## config.mk

```make
export PLATFORM = sky130hd
export DESIGN_NAME = timer_counter_with_prescaler_unit
export DESIGN_NICKNAME = d
export VERILOG_FILES = /design/src/tcp_pkg.sv /design/src/timer_counter_with_prescaler_unit.sv
export SDC_FILE = /design/constraint.sdc
export NUM_CORES = 1
export LEC_CHECK = 0
export BUFFER_PORTS_ARGS = -buffer_cell sky130_fd_sc_hd__clkbuf_2
export CAP_MARGIN = 0
export CORE_MARGIN = 2
export CORE_UTILIZATION = 50
export DETAILED_ROUTE_END_ITERATION = 16
export PLACE_DENSITY = 0.72
export SLEW_MARGIN = 30
export SYNTH_ARGS = -nofsm -noshare
export SYNTH_HDL_FRONTEND = slang
export SYNTH_SLANG_ARGS = --single-unit
```

## constraint.sdc

```tcl
create_clock -name clk -period 5.2 [get_ports clk]
set_input_delay 0.52 -clock clk [delete_from_list [all_inputs] [get_ports clk]]
set_output_delay 0.52 -clock clk [all_outputs]
set_load 0.02 [all_outputs]
```

## src/tcp_pkg.sv

```systemverilog
// Shared types and constants for the timer/counter with prescaler.
// No dependencies.
package tcp_pkg;

    localparam int COUNT_W  = 8;
    localparam int PHASE_W  = 10;
    localparam int LEFT_W   = 9;
    localparam int LIMIT_W  = 11;
    localparam int OP_W     = 2;
    localparam int CFG_IDX_W  = 2;
    localparam int CFG_DATA_W = 3;
    localparam int IN_DATA_W  = 16;
    localparam int OUT_DATA_W = 16;

    typedef logic [OP_W-1:0]    op_t;
    typedef logic [COUNT_W-1:0] count_t;
    typedef logic [LEFT_W-1:0]  left_t;

    localparam op_t OP_TICK  = 2'd0;
    localparam op_t OP_EDGE  = 2'd1;
    localparam op_t OP_READ  = 2'd2;
    localparam op_t OP_WRITE = 2'd3;

    localparam logic [CFG_IDX_W-1:0] REG_EXT_CLOCK  = 2'd0;
    localparam logic [CFG_IDX_W-1:0] REG_FALLING    = 2'd1;
    localparam logic [CFG_IDX_W-1:0] REG_BYPASS     = 2'd2;
    localparam logic [CFG_IDX_W-1:0] REG_PRESCALE   = 2'd3;

    localparam count_t WRITE_OFFSET = 8'd2;

    // prescale divisor: 1 when bypassed, else 2 << sel
    function automatic left_t divisor(input logic bypass, input logic [2:0] sel);
        left_t d;
        if (bypass)
            d = left_t'(1);
        else
            d = left_t'(2) << sel;
        return d;
    endfunction

endpackage

```

## src/timer_counter_with_prescaler_unit.sv

```systemverilog
// Timer/counter with programmable prescaler, single registered pass per event.
// Depends on tcp_pkg.
//
//  channel | direction | payload                                  | handshake
//  s_*     | in        | tuser: operation; tdata: pin_rising,     | tvalid/tready
//          |           |        write_value                       |
//  m_*     | out       | tdata: read_data, overflow               | tvalid/tready
//  cfg_*   | in        | cfg_index, cfg_data                      | cfg_valid/cfg_ready
//
// One event per cycle unless stalled; each result appears the cycle after its event.
// The state update and the result register are loaded in the same edge.
// s_tready drops only while a result waits with m_tready low.
// rst_n clears the count, tick phase and sets the configuration to reset values.
// cfg_ready is always high.
module timer_counter_with_prescaler_unit
    import tcp_pkg::*;
#(
    parameter int TICKS_PER_INCREMENT = 4
)
(
    input  logic                  clk,
    input  logic                  rst_n,
    input  logic                  s_tvalid,
    output logic                  s_tready,
    input  logic [IN_DATA_W-1:0]  s_tdata,   // [0] pin_rising, [8:1] write_value, rest zero
    input  logic [OP_W-1:0]       s_tuser,   // [1:0] operation
    output logic                  m_tvalid,
    input  logic                  m_tready,
    output logic [OUT_DATA_W-1:0] m_tdata,   // [7:0] read_data, [8] overflow, rest zero
    input  logic                  cfg_valid,
    output logic                  cfg_ready,
    input  logic [CFG_IDX_W-1:0]  cfg_index,
    input  logic [CFG_DATA_W-1:0] cfg_data
);

    logic               ext_reg;
    logic               falling_reg;
    logic               bypass_reg;
    logic [2:0]         sel_reg;

    count_t             count_reg, count_next;
    logic [PHASE_W-1:0] phase_reg, phase_next;
    left_t              left_reg, left_next;

    logic               out_valid_reg;
    count_t             rd_reg, rd_next;
    logic               ovf_reg, ovf_next;

    logic               accept;
    op_t                op;
    logic               pin_rising;
    count_t             wval;
    left_t              div;
    logic [LIMIT_W-1:0] limit;
    logic [PHASE_W-1:0] phase_inc;
    count_t             count_inc;
    logic               wrap;

    assign cfg_ready  = 1'b1;
    assign s_tready   = !out_valid_reg || m_tready;
    assign accept     = s_tvalid && s_tready;
    assign op         = s_tuser;
    assign pin_rising = s_tdata[0];
    assign wval       = s_tdata[8:1];

    assign div       = divisor(bypass_reg, sel_reg);
    assign limit     = LIMIT_W'(div) * LIMIT_W'(TICKS_PER_INCREMENT);
    assign phase_inc = phase_reg + PHASE_W'(1);
    assign count_inc = count_reg + count_t'(1);
    assign wrap      = (count_reg == '1);

    always_comb
    begin
        count_next = count_reg;
        phase_next = phase_reg;
        left_next  = left_reg;
        rd_next    = '0;
        ovf_next   = 1'b0;
        unique case (op)
            OP_TICK:
            begin
                if (!ext_reg)
                begin
                    if (phase_inc == '0 || LIMIT_W'(phase_inc) >= limit)
                    begin
                        phase_next = '0;
                        count_next = count_inc;
                        ovf_next   = wrap;
                    end
                    else
                    begin
                        phase_next = phase_inc;
                    end
                end
            end
            OP_EDGE:
            begin
                if (ext_reg && (pin_rising == !falling_reg))
                begin
                    if (left_reg <= left_t'(1))
                    begin
                        left_next  = div;
                        count_next = count_inc;
                        ovf_next   = wrap;
                    end
                    else
                    begin
                        left_next = left_reg - left_t'(1);
                    end
                end
            end
            OP_READ:
            begin
                rd_next = count_reg;
            end
            OP_WRITE:
            begin
                count_next = wval + WRITE_OFFSET;
                if (ext_reg)
                    left_next = div;
                else
                    phase_next = '0;
            end
            default:
            begin
                count_next = count_reg;
            end
        endcase
    end

    always_ff @(posedge clk or negedge rst_n)
    begin
        if (!rst_n)
        begin
            ext_reg     <= 1'b1;
            falling_reg <= 1'b1;
            bypass_reg  <= 1'b1;
            sel_reg     <= 3'd7;
        end
        else if (cfg_valid && cfg_ready)
        begin
            unique case (cfg_index)
                REG_EXT_CLOCK: ext_reg     <= cfg_data[0];
                REG_FALLING:   falling_reg <= cfg_data[0];
                REG_BYPASS:    bypass_reg  <= cfg_data[0];
                REG_PRESCALE:  sel_reg     <= cfg_data;
                default:       sel_reg     <= sel_reg;
            endcase
        end
    end

    always_ff @(posedge clk or negedge rst_n)
    begin
        if (!rst_n)
        begin
            count_reg     <= '0;
            phase_reg     <= '0;
            left_reg      <= left_t'(1);
            out_valid_reg <= 1'b0;
        end
        else
        begin
            if (accept)
            begin
                count_reg <= count_next;
                phase_reg <= phase_next;
                left_reg  <= left_next;
            end
            if (accept)
                out_valid_reg <= 1'b1;
            else if (m_tready)
                out_valid_reg <= 1'b0;
        end
    end

    always_ff @(posedge clk)
    begin
        if (accept)
        begin
            rd_reg  <= rd_next;
            ovf_reg <= ovf_next;
        end
    end

    assign m_tvalid = out_valid_reg;
    assign m_tdata  = {{(OUT_DATA_W - COUNT_W - 1){1'b0}}, ovf_reg, rd_reg};

endmodule

```

==> results of run 1 <==
[per-layer routing]
metal  wire length [um]  GRT usage [%]  up-vias
met4                 63           5.93        0
met2               2800           31.9       74
met1               3100           29.7     1186
li1                   -              -     1249
met5                  0              0        -
met3                402           4.00        5
[final timing paths]
path,start,end,slack [ps],depth (start not counted)
max in group asynchronous,rst_n,left_reg[4]$_DFFE_PN0P_,4380,1
setup reg to reg,phase_reg[2]$_DFFE_PN0P_,count_reg[6]$_DFFE_PN0P_,1550,12
hold reg to reg,m_tvalid$_DFFE_PN0P_,m_tvalid$_DFFE_PN0P_,540,2
hold / removal,rst_n,phase_reg[8]$_DFFE_PN0P_,300,1
min in group clk,s_tvalid,m_tvalid$_DFFE_PN0P_,420,2
setup / recovery,phase_reg[2]$_DFFE_PN0P_,count_reg[6]$_DFFE_PN0P_,1550,12
[cell families (layout without fill, tap and decap cells)]
kind of cell,count (synthesis),after routing,share of synthesized area (%)
other,2,8,0.253
muxes,9,9,3.38
and+or+nand+nor,142,142,25.6
AOI/OAI and AO/OA,78,78,18.4
buffers and inverters,36,53,6.25
xor gates and xnor gates,13,13,3.84
DFF,43,43,38.1
adders and majority gates,10,10,4.14
[report_power, final]
group	switching (mW)	total, mW	internal (mW)
registers	0.102	0.542	0.440
clock network	0.125	0.270	0.146
logic	0.206	0.362	0.155
total	0.433	1.17	0.741
[synth_stat cells, types with 4 or more instances]
cell       n  area [um^2]
nor2_1    33          124
dfrtp_1   27          676
nand2_1   25         93.8
nand3_1   17         85.1
o21ai_0   16         80.1
nor3_1    15         75.1
a21oi_1   14         70.1
inv_1     12         45.0
buf_4     10         75.1
xnor2_1   10         87.6
clkbuf_1   9         33.8
edfxtp_1   9          270
ha_1       9          113
a31oi_1    8         50.1
and2_1     8         50.1
mux2_2     8         90.1
dfstp_2    7          184
nand2b_1   7         43.8
or3_1      7         43.8
nand4_1    5         31.3
nor2b_1    5         31.3
a21o_1     4         30.0
buf_2      4         20.0
nor3b_1    4         30.0
[final cells by class]
class,count,share of cell area (%)
multi-input cells,260,51.8
flip-flops and latches,43,35.0
repair buffers,33,5.27
well taps,75,2.91
clock buffers,5,2.13
clock inverters,3,1.47
inverters,12,1.40
[stage by stage]
stage,power [mW],hold WS [ps]
after global placement,0.888,513
after global routing,1.25,374
after detailed placement,0.904,535
final,1.17,304
after floorplan,0.808,224
after CTS,1.18,371
[critical path, delay by kind of cell (launching register included)]
kind	cells	cell delay (ps)
flip-flops	1	480
AND/OR/NAND/NOR	6	1380
adder cells (fa/ha/maj)	2	670
multiplexers	1	330
AO/OA/AOI/OAI	3	680
==> qor.yml, run 1 <==
status: "finished, final reports clean"
vias: 2514
max_incr_delay_on_cp_ps: 480
floorplan.initialDensity_pct: 51.0
cts.repair.resized: 0
critical_path_cell_with_the_highest_stage_delay: "dfrtp_1"
holdBufCountCts: 0
dp_hpwl_um: 4660
placedCellCount: 423
cts.sink_count: 43
die_area_um2: 6560
critPathRequiredTime_ps: 5390
async_reset_ff_share_pct: 79.1
maxClockFrequency_mhz: 274
number_of_antenna_violations_at_the_first_check_in_global_routing: 0
netlist_instances: 333
tritoncts: "yes"
synth_ff_type: "dfrtp_1"
report.final.setup_viol: 0
tightest_slew_ps: 806
insertion_delay_ps: 300
gp_congestion: 0.838
filler_instances: 541
grt_pass1_wl_um: 10700
worst-setup-path-type: "register to register"
ys_seq_area_share_pct: 38.1
post_dp_cell_area_um2: 3110
post-route-worst-setup-slack_ps: 1550
slew_violations: 0
cts_buffers: 5
seq_area_um2: 1130
dr.first_iter.drc_count: 205
clk_pin_slew_ps: 90
port_buffers: 31
grt_max_degree: 35
wl_um: 6360
hold_viol_final: 0
antenna_violating_nets_remaining: 0
final_core_utilization_pct: 55.5
hold_path.class: "primary input to async pin"
clock-root-buffer: "clkbuf_8"
globalRouteOverflowTotal: 0
grt_util_all_layers_pct: 20.7
worst_path_most_repeated_cell: "a311oi_1"
max_cap_violations: 0
power.ir.vdd_worst_v: 0.000236
wire_per_inst_um: 14.8
maxSlewHeadroom_pct: 46.3
dp_worst_setup_slack_ps: 1540
synth-seq-cells: 43
core.rowCount: 28
die_height_um: 81.0
fin_crit_sh_pct: 70.2
power_density_nw_per_um2: 364
post-cts-setup-buffer-count: 0
mappedNetlistArea_um2: 2960
layout.cells.most_common_list: "nor2_1 (33), clkbuf_2 (30), dfrtp_1 (27)"
io-pin-count: 47
die_w_um: 81.0
min_period_ps: 3650
area_growth_pct: 8.86
synth_edf_count: 9
first_global_vias: 2298
synth_warn: 0
grt_setup_unrepaired: "no"
diodes: 0
finalClockSkew_ps: 5.69
layout.cells.most_common: "nor2_1"
cts_max_path_buffers: 2
remaining_drc_errors: 0
finish.cell_count_without_fillers: 431
critical_path.endpoint_type: "register"
timing.critical_path.cells: "nand3_2 -> and2_1 -> or2_2 -> ha_1 -> nand3_1 -> a311oi_1 -> a311oi_1 -> maj3_1 -> nor4b_4 -> o31a_1 -> nand2_1 -> mux2_2"
critPathMaxFanout: 8
critPathArrivalTime_ps: 3840
syn_avg_cell_area_um2: 8.90
layout_cell_share_with_drive_strength_beyond_1_pct: 18.5
total_leakage_power_nw: 1.35
avgViaCountPerCell: 5.83
synth_cell_types: 66
h-tree-depth: 2
postLayoutCellArea_um2: 3230
multiInputGateArea_um2: 1670
post_route_setup_tns_ps: 0
drt_pass1_iterations: 4
final_nets: 392
largest_register_ff_count: 10
start_kind: "register"
fp.coreArea_um2: 5820
Power figures use the tool's default switching activity.
==> run 2: changes to the inputs <==
- clock period: 5.2 -> 3.8 ns (I/O delays scaled with it)
==> qor.yml, run 2 (synthesized netlist as in run 1, its figures left out) <==
cts_buffers: 5  # unchanged
dp_hpwl_um: 4630  # -0.52%
insertion_delay_ps: 300  # about the same
cell_internal_pwr_mw: 1.08  # +46%
clk_pin_slew_ps: 90  # about the same
die_area_um2: 6560  # unchanged
power_density_nw_per_um2: 509  # +40%
hold_path.class: "primary input to async pin"
share_seq_of_total_power_pct: 44.5  # -1.7 points
wire_per_inst_um: 14.8  # +0.26%
timing.rr.start: "phase_reg[0]$_DFFE_PN0P_"
slew_violations: 0  # unchanged
core.rowCount: 28  # unchanged
port_buffers: 31  # unchanged
power.ir.vdd_worst_v: 0.000443  # +88%
critPathArrivalTime_ps: 3680  # -160 ps
min_period_ps: 3500  # -152 ps
largest_register_ff_count: 10  # unchanged
die_w_um: 81.0  # unchanged
final_nets: 396  # +1.0%
wl_um: 6440  # +1.2%
tightest_slew_ps: 808  # +1.60 ps
critPathMaxFanout: 7  # -1
cts_max_path_buffers: 2  # unchanged
first_global_vias: 2334  # +1.6%
max_cap_violations: 0  # unchanged
switching_share_pct: 35.3  # -1.6 points
gp_congestion: 0.843  # +0.58%
start_kind: "register"
avgViaCountPerCell: 5.85  # +0.22%
hold_viol_final: 0  # unchanged
io-pin-count: 47  # unchanged
antenna_violating_nets_remaining: 0  # unchanged
placedCellCount: 427  # +0.95%
status: "finished, final reports clean"
grt_pass1_wl_um: 10900  # +1.6%
cts.repair.resized: 0  # unchanged
pwr-share-clk_pct: 25.6  # +2.6 points
total_leakage_power_nw: 1.38  # +1.9%
worst-setup-path-type: "register to register"
critPathRequiredTime_ps: 3980  # -1410 ps
cts.sink_count: 43  # unchanged
floorplan.initialDensity_pct: 51.0  # unchanged
postLayoutCellArea_um2: 3280  # +1.6%
globalRouteOverflowTotal: 0  # unchanged
vias: 2543  # +1.2%
drt_pass1_iterations: 4  # unchanged
pwr-share-comb_pct: 29.8  # -1.0 points
p_sw_mw: 0.588  # +36%
post_dp_cell_area_um2: 3140  # +0.97%
r2r_slack_ps: 300  # -1250 ps
layout.cells.most_common_list: "nor2_1 (33), clkbuf_2 (30), dfrtp_1 (27)"
tritoncts: "yes"
maxSlewHeadroom_pct: 46.2  # -0.11 points
area_growth_pct: 10.6
maxClockFrequency_mhz: 286  # +4.3%
clock-root-buffer: "clkbuf_8"
fin_crit_sh_pct: 92.1  # +22 points
h-tree-depth: 2  # unchanged
reg2reg_depth: 13  # +1
layout.cells.most_common: "nor2_1"
diodes: 0  # unchanged
finalClockSkew_ps: 7.10  # +1.41 ps
post-cts-setup-buffer-count: 0  # unchanged
grt_util_all_layers_pct: 21.2  # +0.49 points
timing.rr.end: "count_reg[6]$_DFFE_PN0P_"
grt_max_degree: 35  # unchanged
fp.coreArea_um2: 5820  # unchanged
holdBufCountCts: 0  # unchanged
post_route_setup_tns_ps: 0  # unchanged
die_height_um: 81.0  # unchanged
layout_cell_share_with_drive_strength_beyond_1_pct: 19.4  # +0.91 points
number_of_antenna_violations_at_the_first_check_in_global_routing: 0  # unchanged
report.final.setup_viol: 0  # unchanged
finish.cell_count_without_fillers: 435  # +0.93%
critical_path.endpoint_type: "register"
grt_setup_unrepaired: "no"
dr.first_iter.drc_count: 127  # -38%
remaining_drc_errors: 0  # unchanged
run 2: power groups by stage:
stage               clock, mW  combinational [mW]  sequential (mW)
floorplan                   0               0.396            0.709
global placement            0               0.479            0.739
detailed placement          0               0.492            0.742
CTS                     0.436               0.498            0.735
global route            0.453               0.560            0.759
finish                  0.427               0.497            0.742
run 2: layout make-up:
| class | count | area (um^2) |
|---|---|---|
| timing repair buffer | 37 | 200 |
| tap | 75 | 93.8 |
| multi-input combinational | 260 | 1670 |
| clock inverter | 3 | 67.6 |
| clock buffer | 5 | 68.8 |
| fill | 529 | 2540 |
| sequential | 43 | 1130 |
| inverter | 12 | 45.0 |
run 2: worst max-delay path by stage:
stage	from	end	slack (ps)	cells after the start
after floorplan	phase_reg[2]$_DFFE_PN0P_	count_reg[3]$_DFFE_PN0P_	530	12
after global placement	phase_reg[0]$_DFFE_PN0P_	count_reg[6]$_DFFE_PN0P_	430	13
after detailed placement	phase_reg[0]$_DFFE_PN0P_	count_reg[6]$_DFFE_PN0P_	320	13
after CTS	phase_reg[0]$_DFFE_PN0P_	count_reg[6]$_DFFE_PN0P_	300	13
after global routing	phase_reg[0]$_DFFE_PN0P_	count_reg[6]$_DFFE_PN0P_	60	13
final	phase_reg[0]$_DFFE_PN0P_	count_reg[6]$_DFFE_PN0P_	300	13
run 2: per-stage QoR:
step | hold WS (ps) | setup slack (ps) | power [mW] | util, %
after floorplan | 84.4 | 530 | 1.11 | -
after global placement | 513 | 428 | 1.22 | 54.0
after detailed placement | 536 | 322 | 1.23 | 54.0
after CTS | 244 | 300 | 1.67 | 56.3
after global routing | 236 | 58.3 | 1.77 | 56.3
final | 168 | 301 | 1.67 | 56.3
run 2: critical path: stages (launching register included):
cell	delay [ps]
dfrtp_1	460
ha_1	210
nand2_1	100
nor2_1	180
nand3_1	180
xnor2_1	180
ha_1	330
nor2b_1	150
a311oi_2	330
o311a_1	210
o21ai_2	90
o31a_1	310
nand2_1	280
mux2_2	370
run 2: per-layer routing:
layer	vias to the layer above	GRT usage [%]	share of wire (%)
li1	1254	-	-
met1	1217	30.4	48
met2	67	34.0	46
met3	5	3.89	5.2
met4	0	3.73	0.68
met5	-	0	0
==> run 3: changes to the inputs <==
- clock period: 3.8 -> 4.3 ns (I/O delays scaled with it)
==> qor.yml, run 3 (synthesized netlist as in run 1, its figures left out) <==
status: "finished, final reports clean"
maxClockFrequency_mhz: 270  # -5.5%
number_of_antenna_violations_at_the_first_check_in_global_routing: 0  # unchanged
post-cts-setup-buffer-count: 0  # unchanged
wire_per_inst_um: 14.4  # -2.8%
timing.rr.end: "count_reg[6]$_DFFE_PN0P_"
core.rowCount: 28  # unchanged
finalClockSkew_ps: 11.1  # +3.98 ps
largest_register_ff_count: 10  # unchanged
max_cap_violations: 0  # unchanged
floorplan.initialDensity_pct: 51.0  # unchanged
reg2reg_depth: 12  # -1
antenna_violating_nets_remaining: 0  # unchanged
layout_cell_share_with_drive_strength_beyond_1_pct: 18.5  # -0.91 points
worstSetupPathDepth: 12  # -1
diodes: 0  # unchanged
critPathRequiredTime_ps: 4500  # +520 ps
cts_max_path_buffers: 2  # unchanged
timing.critical_path.cells: "nand3_2 -> and2_1 -> or2_2 -> ha_1 -> nand3_1 -> a311oi_1 -> a311oi_1 -> maj3_1 -> nor4b_4 -> o31a_1 -> nand2_1 -> mux2_2"
globalRouteOverflowTotal: 0  # unchanged
timing.critical_path.to: "count_reg[6]$_DFFE_PN0P_"
avgViaCountPerCell: 5.81  # -0.70%
post-route-worst-setup-slack_ps: 597  # +296 ps
cp.buffers_inverters: 0  # unchanged
critical_path_cell_with_the_highest_stage_delay: "dfrtp_1"
h-tree-depth: 2  # unchanged
layout.cells.most_common_list: "nor2_1 (33), clkbuf_2 (30), dfrtp_1 (27)"
power.ir.vdd_worst_v: 0.000219  # -50%
hold_path.class: "primary input to async pin"
fp.coreArea_um2: 5820  # unchanged
max_incr_delay_on_cp_ps: 490  # +30 ps
post_route_setup_tns_ps: 0  # unchanged
clk_pin_slew_ps: 90  # about the same
r2r_slack_ps: 600  # +300 ps
remaining_drc_errors: 0  # unchanged
grt_pass1_wl_um: 10700  # -1.6%
maxSlewHeadroom_pct: 45.6  # -0.58 points
slew_violations: 0  # unchanged
tritoncts: "yes"
holdBufCountCts: 0  # unchanged
port_buffers: 31  # unchanged
worst_path_most_repeated_cell: "a311oi_1"
power_density_nw_per_um2: 420  # -17%
final_core_utilization_pct: 54.9  # -1.4 points
layout.cells.most_common: "nor2_1"
dp_hpwl_um: 4510  # -2.7%
fin_crit_sh_pct: 86.1  # -6.0 points
timing.rr.start: "phase_reg[2]$_DFFE_PN0P_"
die_w_um: 81.0  # unchanged
cts_buffers: 5  # unchanged
final_nets: 392  # -1.0%
grt_max_degree: 35  # unchanged
area_growth_pct: 7.77
dp_worst_setup_slack_ps: 637  # +314 ps
dr.first_iter.drc_count: 139  # +9.4%
insertion_delay_ps: 300  # about the same
wl_um: 6200  # -3.7%
path_delay_family: "simple AND/OR/NAND/NOR gates"
worst-setup-path-type: "register to register"
critical_path.endpoint_type: "register"
first_global_vias: 2253  # -3.5%
io-pin-count: 47  # unchanged
grt_util_all_layers_pct: 20.9  # -0.32 points
start_kind: "register"
cts.repair.resized: 0  # unchanged
cts.sink_count: 43  # unchanged
report.final.setup_viol: 0  # unchanged
grt_setup_unrepaired: "no"
die_height_um: 81.0  # unchanged
startpoint: "phase_reg[2]$_DFFE_PN0P_"
gp_congestion: 0.838  # -0.64%
hold_viol_final: 0  # unchanged
die_area_um2: 6560  # unchanged
drt_pass1_iterations: 4  # unchanged
critPathArrivalTime_ps: 3900  # +220 ps
min_period_ps: 3700  # +204 ps
critPathMaxFanout: 8  # +1
vias: 2502  # -1.6%
clock-root-buffer: "clkbuf_8"
total_leakage_power_nw: 1.34  # -2.7%
tightest_slew_ps: 816  # +8.71 ps
==> run 3: cell types whose count changed in the layout (fill, tap and decap cells not counted) <==
| cell | previous run | this run |
|---|---|---|
| buf_4 | 6 | 2 |
| bufinv_16 | 2 | 0 |
| clkinv_2 | 0 | 3 |
| clkinvlp_4 | 1 | 0 |
==> run 3: final cells by class <==
type | count | area (um^2)
Multi-Input combinational cell | 260 | 1670
Clock inverter | 3 | 15.0
Tap cell | 75 | 93.8
Clock buffer | 5 | 68.8
Inverter | 12 | 45.0
Fill cell | 542 | 2620
Sequential cell | 43 | 1130
Timing Repair Buffer | 33 | 170
==> run 3: how the worst min path moves through the flow <==
| stage | to | slack (ps) | cells past startpoint |
|---|---|---|---|
| 3_3_place_gp | m_tvalid$_DFFE_PN0P_ | 510 | 2 |
| 5_1_grt | left_reg[7]$_DFFE_PN0P_ | 280 | 1 |
| 4_1_cts | phase_reg[8]$_DFFE_PN0P_ | 290 | 1 |
| 3_5_place_dp | left_reg[8]$_DFFE_PN0P_ | 530 | 1 |
| 2_1_floorplan | count_reg[0]$_DFFE_PN0P_ | 130 | 0 |
| 6_report | count_reg[3]$_DFFE_PN0P_ | 210 | 1 |
==> run 3: power by group <==
part           internal (mW)  switching, mW  leakage [nW]
sequential             0.532          0.120         0.505
combinational          0.187          0.244         0.789
clock                  0.111          0.146        0.0477
==> run 3: routing by layer <==
layer  vias to the layer above  GRT usage (%)  share of wire [%]  routed length, um
met2                        72           29.9                 43               2660
met3                         7           4.11                5.0                313
met1                      1171           31.8                 51               3140
li1                       1252              -                  -                  -
met5                         -              0                  0                  0
met4                         0           6.10                1.4                 87
==> run 3: per-stage QoR <==
step	instance area (um^2)	hold WS, ps	instances	power, mW
6_report	3190	207	431	1.34
3_5_place_dp	3110	529	423	1.09
5_1_grt	3190	276	431	1.45
3_3_place_gp	3110	513	423	1.07
4_1_cts	3190	287	431	1.34
2_1_floorplan	2990	134	339	0.977
